$ cat src/hdl/srdf_pkg.sv
// ----------------------------------------------------------------------------
// srdf_pkg
// Shared constants, command codes and inter-module types for the shadow
// register file with dirty tracking and group flush.
// ----------------------------------------------------------------------------
package srdf_pkg;

  localparam int NUM_REGS    = 256;
  localparam int GROUP_SIZE  = 32;
  localparam int NUM_GROUPS  = (NUM_REGS + GROUP_SIZE - 1) / GROUP_SIZE;
  localparam int DIRTY_BITS  = NUM_GROUPS * GROUP_SIZE;

  localparam int CMD_W       = 2;
  localparam int IDX_W       = 8;
  localparam int PAY_W       = 24;
  localparam int WORD_W      = 32;
  localparam int GRP_W       = 3;

  localparam int ADDR_W      = $clog2(NUM_REGS);
  localparam int CNT_W       = $clog2(GROUP_SIZE);
  localparam int WALK_W      = $clog2(NUM_REGS + 1);

  localparam logic [CMD_W-1:0] CMD_CACHED   = 2'd0;
  localparam logic [CMD_W-1:0] CMD_MASKED   = 2'd1;
  localparam logic [CMD_W-1:0] CMD_UNCACHED = 2'd2;
  localparam logic [CMD_W-1:0] CMD_FLUSH    = 2'd3;

  typedef struct packed {
    logic              rd_en;
    logic [ADDR_W-1:0] rd_addr;
    logic              wr_en;
    logic [ADDR_W-1:0] wr_addr;
    logic [WORD_W-1:0] wr_data;
  } srdf_mem_req_t;

  typedef struct packed {
    logic [CMD_W-1:0] cmd;
    logic [IDX_W-1:0] idx;
    logic [PAY_W-1:0] arg;
    logic [PAY_W-1:0] mask;
  } srdf_alu_req_t;

  typedef struct packed {
    logic [WORD_W-1:0] word;
    logic              eq;
  } srdf_alu_rsp_t;

endpackage

$ cat src/hdl/srdf_alu.sv
// ----------------------------------------------------------------------------
// srdf_alu
// Shared merge and compare unit: builds the new word for a write and
// compares it with the stored one, or checks a stored index on flush.
// ----------------------------------------------------------------------------
module srdf_alu (
  input  srdf_pkg::srdf_alu_req_t          req_i,
  input  logic [srdf_pkg::WORD_W-1:0]      old_i,
  output srdf_pkg::srdf_alu_rsp_t          rsp_o
);

  logic [srdf_pkg::WORD_W-1:0] word;

  always_comb begin
    unique case (req_i.cmd)
      srdf_pkg::CMD_MASKED: begin
        word = {req_i.idx | old_i[srdf_pkg::WORD_W-1:srdf_pkg::PAY_W],
                (old_i[srdf_pkg::PAY_W-1:0] & ~req_i.mask) | (req_i.arg & req_i.mask)};
      end
      default: begin
        word = {req_i.idx, req_i.arg};
      end
    endcase
  end

  assign rsp_o.word = word;
  assign rsp_o.eq   = (req_i.cmd == srdf_pkg::CMD_FLUSH)
                    ? (old_i[srdf_pkg::WORD_W-1:srdf_pkg::PAY_W] == req_i.idx)
                    : (word == old_i);

endmodule

$ cat config.mk
export PLATFORM = sky130hd
export DESIGN_NAME = srdf_alu
export DESIGN_NICKNAME = d
export VERILOG_FILES = /design/src/hdl/srdf_pkg.sv /design/src/hdl/srdf_alu.sv
export SDC_FILE = /design/constraint.sdc
export NUM_CORES = 1
export LEC_CHECK = 0
export ABC_AREA = 1
export BUFFER_PORTS_ARGS = -buffer_cell sky130_fd_sc_hd__buf_2
export CAP_MARGIN = 20
export CELL_PAD_IN_SITES_DETAIL_PLACEMENT = 0
export CELL_PAD_IN_SITES_GLOBAL_PLACEMENT = 1
export CORE_MARGIN = 3
export CORE_UTILIZATION = 24
export DETAILED_ROUTE_END_ITERATION = 16
export MAX_ROUTING_LAYER = met4
export PLACE_DENSITY_LB_ADDON = 0.1
export SYNTH_ARGS = -nofsm -noshare
export SYNTH_HDL_FRONTEND = slang
export SYNTH_SLANG_ARGS = --single-unit
$ cat constraint.sdc
create_clock -name vclk -period 1.7
set_input_delay 0.255 -clock vclk [all_inputs]
set_output_delay 0.255 -clock vclk [all_outputs]
set_load 0.01 [all_outputs]
# Word-level counts from Yosys, hierarchy flattened
# Index checks and enable logic that the tools add are counted.
# word_totals
ff_bits,0
wordCells,11
inputBits,90
output_inout_bits,33
# op_classes
eq_ne,4
bitwise,5
muxes,2
# ops
cell,count
$and A24 B24 Y24,2
$eq A32 B32 Y1,1
$mux W32,1
$not A24 Y24,1
$or A24 B24 Y24,1
$eq A8 B8 Y1,1
$or A8 B8 Y8,1
$eq A2 B1 Y1 const B,1
$eq A2 B2 Y1 const B,1
$mux W1,1

# Longest topological paths before layout
# Gate-level depths: netlist (run 1).
# logic_depth
word_depth,6
depth_mapped,13
ltp_nobuf,12

# Least setup slack after synthesis (run 1)
# OpenSTA, ideal clock, no wires.
# synth_path
path_kind,input port to output port
start,input req_i[56] (netlist name)
end,output rsp_o[0] (netlist name)
required_time_ns,1.445
slack_ns,0.063
path_stages,12
t_arrival_ns,1.382
n_path_buf,2
cell_sequence,buf_4 inv_2 nor2_4 buf_4 nand2_1 nand2_1 nor2_1 nor2_1 nand3_1 nor2_1 nand2_1 o21ai_1
# synth_rtl
item,line_no,source
"start, declared",srdf_alu.sv:7,"input srdf_pkg::srdf_alu_req_t req_i,"
"end, declared",srdf_alu.sv:9,output srdf_pkg::srdf_alu_rsp_t rsp_o

==> flow_metrics.py, run 1 <==
metrics = {
    "grt": {
        "grt_pass1_vias": 2234,
        "antenna_found_initial": 0,
        "grt_pass1_wl_um": 9110,
        "grt_use_total": 0.150,
        "grt-ovfl-total": 0,
        "grt_start_max_net_pins": 16,
    },
    "sta": {
        "min_period_ps": 1840,
        "worst_slack_ps": -141,
        "hold_ws_ps": 820,
        "rsz0062_at_grt": "true",
        "worst_pin_slew_ps": 291,
        "max_freq_mhz": 543,
        "final_max_slew_viol_count": 0,
        "hold_viol": 0,
        "fin_crit_sh": 1.08,
        "relSlewSlack": 0.804,
        "setup_violations": 1,
    },
    "critical_path": {
        "critical_path_required_ps": 1440,
        "path_max_fanout": 7,
        "worstSetupEndpointType": "output port",
        "crit_path_frequent_cell": "nor2_4",
        "startpoint_type": "input port",
        "critPathSlowestCell": "nor2_4",
        "critPathKind": "input port to output port",
        "crit_chain": "buf_6 -> nor2_4 -> buf_6 -> nand2_4 -> nand3_2 -> nand2_1 -> nor2_4 -> nand3_2 -> nor2_4 -> nand2_2 -> o21ai_2 -> buf_2",
        "max_stage_delay_ps": 180,
        "worstPathArrival_ps": 1590,
    },
    "yosys": {
        "synth_nets": 426,
        "netlist_area_um2": 1520,
        "synth_area_leaders": "nand2_1, inv_1, nand3_1",
        "synth_commonest_cells": "nand2_1, inv_1, nand3_1",
        "netlist.area_leader.share": 0.202,
        "postSynthCellCount": 328,
        "yosysUniqueCellTypes": 18,
        "ys_warn_count": 0,
        "yosysMostFrequentCell": "nand2_1",
        "synth_top_area_cell": "nand2_1",
        "synth_sequential_area_ratio": 0,
        "synth_area_per_cell_um2": 4.65,
    },
    "die": {
        "die_area_um2": 7340,
        "ios": 123,
        "design.core.area_um2": 6030,
        "fp.dieH_um": 85.7,
        "start_util": 0.253,
        "num_rows": 28,
        "dieWidth_um": 85.7,
    },
    "layout": {
        "fin_util": 0.464,
        "instances_no_fill": 569,
        "seq_area_um2": 0,
        "clock_buffer_count": 0,
        "fill_cells": 687,
        "drive_gt1_frac": 0.415,
        "seq_cells": 0,
        "area_growth_pct": 83.5,
        "fin_nets": 594,
        "antenna_cells": 0,
    },
    "routing": {
        "vias_per_cell": 4.31,
        "ant_nets": 0,
        "wl_um": 5730,
        "drc": 0,
        "drtPass1Iterations": 5,
        "drt-initial-drc-count": 53,
        "routedWlPerCell_um": 10.1,
        "vias": 2452,
    },
    "placement": {
        "place.gp.congestion": 0.785,
        "dp_hpwl_um": 4880,
        "dp_slack_ps": -261,
        "port_buffers": 123,
        "placedCellCount": 563,
    },
    "job": {
        "cap_viol_max_count": 0,
    },
    "power": {
        "leakagePower_uw": 0.00176,
        "p_per_area_nw_per_um2": 238,
        "irDropWorstVdd_mv": 0.109,
    },
    "status": {
        "violations": "negative setup slack",
        "outcome": "finished, violations left",
    },
    "hold_path": {
        "hold_class": "input port to output port",
    },
}
cell families (layout without fill, tap and decap cells):
kind of cell	Yosys count	count (layout)	synth area share
compound gates	26	26	0.0870
fa+ha+maj	8	8	0.0657
buf+inv	86	252	0.227
simple gates	208	208	0.620
report_power, final:
group          leakage (uW)  total (uW)  internal (uW)  switching, uW
combinational       0.00176         667            334            333
sequential                0           0              0              0
clock                     0           0              0              0
total               0.00176         667            334            333
placed cells by master (no fill, tap or decap):
cell type / n
nand4_1: 4
inv_1: 77
buf_6: 5
nor2_4: 3
ha_1: 6
nand3_2: 6
buf_2: 120
o21ai_0: 1
ha_2: 2
inv_6: 1
inv_4: 1
nor4_1: 2
nand2_2: 12
inv_2: 1
a21oi_1: 22
nand3b_1: 18
nand3_1: 51
buf_12: 4
nor2_1: 38
o21a_1: 1
buf_16: 1
clkbuf_16: 1
nor2_2: 3
nand2_4: 2
nand2_1: 68
nand2_8: 1
o21ai_2: 1
buf_4: 41
o21ai_1: 1
critical path, delay by kind of cell:
family          cells  cell delay (ps)
simple gates        8              770
buf+inv             3              440
compound gates      1              120
cell type report:
| class | count | area, um^2 | area share |
|---|---|---|---|
| multi-input combinational | 242 | 1300 | 0.464 |
| timing repair buffer | 172 | 1100 | 0.392 |
| inverter | 80 | 308 | 0.110 |
| tap | 75 | 93.8 | 0.0336 |
through the flow:
| step | power (uW) | setup TNS (ps) | cell area, um^2 |
|---|---|---|---|
| 3_3_place_gp | 597 | -261 | 2530 |
| 3_5_place_dp | 599 | -261 | 2530 |
| 2_1_floorplan | 295 | 0 | 1520 |
| 6_report | 667 | -141 | 2800 |
| 4_1_cts | 649 | -157 | 2710 |
| 5_1_grt | 752 | -285 | 2800 |
worst paths after layout:
check	cells after the start	from	end
max	12	req_i[57]	rsp_o[0]
min	3	old_i[16]	rsp_o[17]
what timing repair did:
action,CTS,global route
pin swaps,15,14
buffers inserted,5,1
hold buffers,0,0
endpoints found under the setup margin,1,2
gates cloned,1,1
gates resized for setup,29,21
metal layers:
layer / global-route usage / vias up / routed length [um]
met5: - / - / 0
li1: - / 1361 / -
met3: 0.00865 / 2 / 304
met1: 0.184 / 1024 / 2490
met2: 0.278 / 65 / 2900
met4: 0.0173 / 0 / 35
Power figures use the tool's default switching activity.
==> run 2: changes to the inputs <==
Settings changed: ABC_AREA 1 to default, MAX_ROUTING_LAYER met4 to default.
==> flow_metrics.py, run 2 <==
metrics = {
    "power": {
        "p_per_area_nw_per_um2": 249,
        "p_sw_frac": 0.444,
        "p_int_uw": 351,
        "combPwrFrac": 1.000,
        "p_seq_frac": 0,
        "leakagePower_uw": 0.00135,
        "p_total_uw": 631,
        "power.switching_uw": 280,
        "irDropWorstVdd_mv": 0.103,
        "clockPowerShare": 0,
    },
    "critical_path": {
        "path_max_fanout": 6,
        "worstSetupStartpoint": "req_i[57]",
        "path_delay_family": "simple AND/OR/NAND/NOR gates",
        "critPathSlowestCell": "or4_1",
        "worstSetupPathDepth": 9,
        "startpoint_type": "input port",
        "path_buf_inv": 3,
        "crit_chain": "buf_8 -> buf_4 -> nand2b_4 -> nor2_4 -> o32ai_1 -> or4_1 -> nand4bb_1 -> o21ai_2 -> buf_2",
        "worstSetupEndpointType": "output port",
        "max_stage_delay_ps": 510,
        "critPathKind": "input port to output port",
        "crit_end": "rsp_o[0]",
        "critical_path_required_ps": 1440,
        "worstPathArrival_ps": 1820,
    },
    "layout": {
        "fin_nets": 450,
        "final_cell_mix": "buf_2, buf_4, inv_1",
        "clock_buffer_count": 0,
        "final_common_cell": "buf_2",
        "area_growth_pct": 105,
        "fin_util": 0.523,
        "seq_cells": 0,
        "fill_cells": 489,
        "drive_gt1_frac": 0.631,
        "seq_area_um2": 0,
        "antenna_cells": 0,
    },
    "sta": {
        "max_freq_mhz": 483,
        "hold_viol": 0,
        "rsz0062_at_grt": "true",
        "fin_crit_sh": 1.22,
        "min_period_ps": 2070,
        "hold_ws_ps": 835,
        "final_max_slew_viol_count": 0,
        "worst_pin_slew_ps": 363,
        "worst_slack_ps": -372,
        "relSlewSlack": 0.757,
        "setup_violations": 1,
    },
    "grt": {
        "grt_pass1_wl_um": 7880,
        "grt_use_total": 0.153,
        "grt_pass1_vias": 1875,
        "antenna_found_initial": 0,
        "grt_start_max_net_pins": 14,
        "grt-ovfl-total": 0,
    },
    "die": {
        "num_rows": 25,
        "die_area_um2": 6050,
        "ios": 123,
        "design.core.area_um2": 4850,
        "start_util": 0.255,
        "dieWidth_um": 77.8,
        "fp.dieH_um": 77.8,
    },
    "yosys": {
        "postSynthCellCount": 180,
        "synth_sequential_area_ratio": 0,
        "synth_area_per_cell_um2": 6.87,
        "synth_top_area_cell": "mux2_2",
        "synth_area_leaders": "mux2_2, xnor2_1, inv_1",
        "netlist.area_leader.share": 0.200,
        "yosysMostFrequentCell": "inv_1",
        "netlist_area_um2": 1240,
        "synth_nets": 278,
        "yosysUniqueCellTypes": 33,
        "ys_warn_count": 0,
        "synth_commonest_cells": "inv_1, nor2_1, mux2_2",
    },
    "status": {
        "outcome": "finished, violations left",
        "violations": "negative setup slack",
    },
    "job": {
        "cap_viol_max_count": 0,
    },
    "placement": {
        "port_buffers": 123,
        "place.gp.congestion": 0.809,
        "dp_hpwl_um": 4310,
    },
    "routing": {
        "wl_um": 5000,
        "ant_nets": 0,
        "routedWlPerCell_um": 12.0,
        "vias_per_cell": 4.56,
        "drtPass1Iterations": 4,
        "drc": 0,
        "vias": 1900,
        "drt-initial-drc-count": 25,
    },
    "cts": {
        "ctsHoldBuffers": 0,
    },
    "hold_path": {
        "hold_class": "input port to output port",
    },
}
==> run 2: cell types whose count changed in the layout (fill, tap and decap cells not counted), sizes merged, moves of 16 or more <==
cell / before / now
nand3: 57 / 0
nor2: 44 / 26
nand2: 83 / 12
nand3b: 18 / 0
inv: 80 / 31
mux2: 0 / 22
a21oi: 22 / 0
xnor2: 0 / 16
==> run 2: power groups by stage <==
stage	clock [uW]	sequential (uW)	combinational [uW]
2_1_floorplan	0	0	263
3_3_place_gp	0	0	560
3_5_place_dp	0	0	558
4_1_cts	0	0	578
5_1_grt	0	0	697
6_report	0	0	631
==> run 2: tightest hold or removal path, stage by stage <==
cell and delay [ps]:
buf_2 90, mux2_4 140, buf_6 90
==> run 2: logic make-up after synthesis <==
group                    count (synthesis)  share of synthesized area
adder cells (fa/ha/maj)                  8                     0.0809
multiplexers                            22                      0.200
AO/OA/AOI/OAI                           36                      0.215
AND/OR/NAND/NOR                         59                      0.235
buffers and inverters                   36                      0.134
XOR/XNOR                                19                      0.134
==> run 2: how the worst min path moves through the flow <==
stage | start | end | slack [ps] | cells after the start
CTS | old_i[7] | rsp_o[8] | 840 | 4
finish | old_i[14] | rsp_o[15] | 840 | 3
global route | old_i[18] | rsp_o[19] | 850 | 3
floorplan | req_i[57] | rsp_o[0] | 640 | 2
detailed placement | old_i[7] | rsp_o[8] | 830 | 4
global placement | old_i[7] | rsp_o[8] | 830 | 4
==> run 2: final cells by class <==
class / instances / area (um^2) / share of cell area
repair buffers: 174 / 1100 / 0.434
well taps: 67 / 83.8 / 0.0331
inverters: 31 / 116 / 0.0459
multi-input cells: 145 / 1230 / 0.487
==> run 2: repair_timing <==
action / in CTS / in global routing
buffers inserted: 1 / 1
endpoints found under the setup margin: 11 / 10
cloned: 1 / 2
resized for setup: 14 / 30
pin swaps: 4 / 11
==> run 2: through the flow <==
stage / instances / setup slack (ps) / TNS, ps / area, um^2
2_1_floorplan: 180 / -207 / -207 / 1260
3_3_place_gp: 412 / -441 / -822 / 2280
3_5_place_dp: 412 / -453 / -918 / 2280
4_1_cts: 414 / -369 / -372 / 2340
5_1_grt: 417 / -489 / -757 / 2530
6_report: 417 / -372 / -372 / 2530
==> run 2: per-layer routing <==
| metal | up-vias | wire [um] | track usage |
|---|---|---|---|
| li1 | 988 | - | - |
| met1 | 842 | 2050 | 0.189 |
| met2 | 68 | 2620 | 0.296 |
| met3 | 2 | 314 | 0.0139 |
| met4 | 0 | 19 | 0.00534 |
| met5 | - | 0 | 0 |
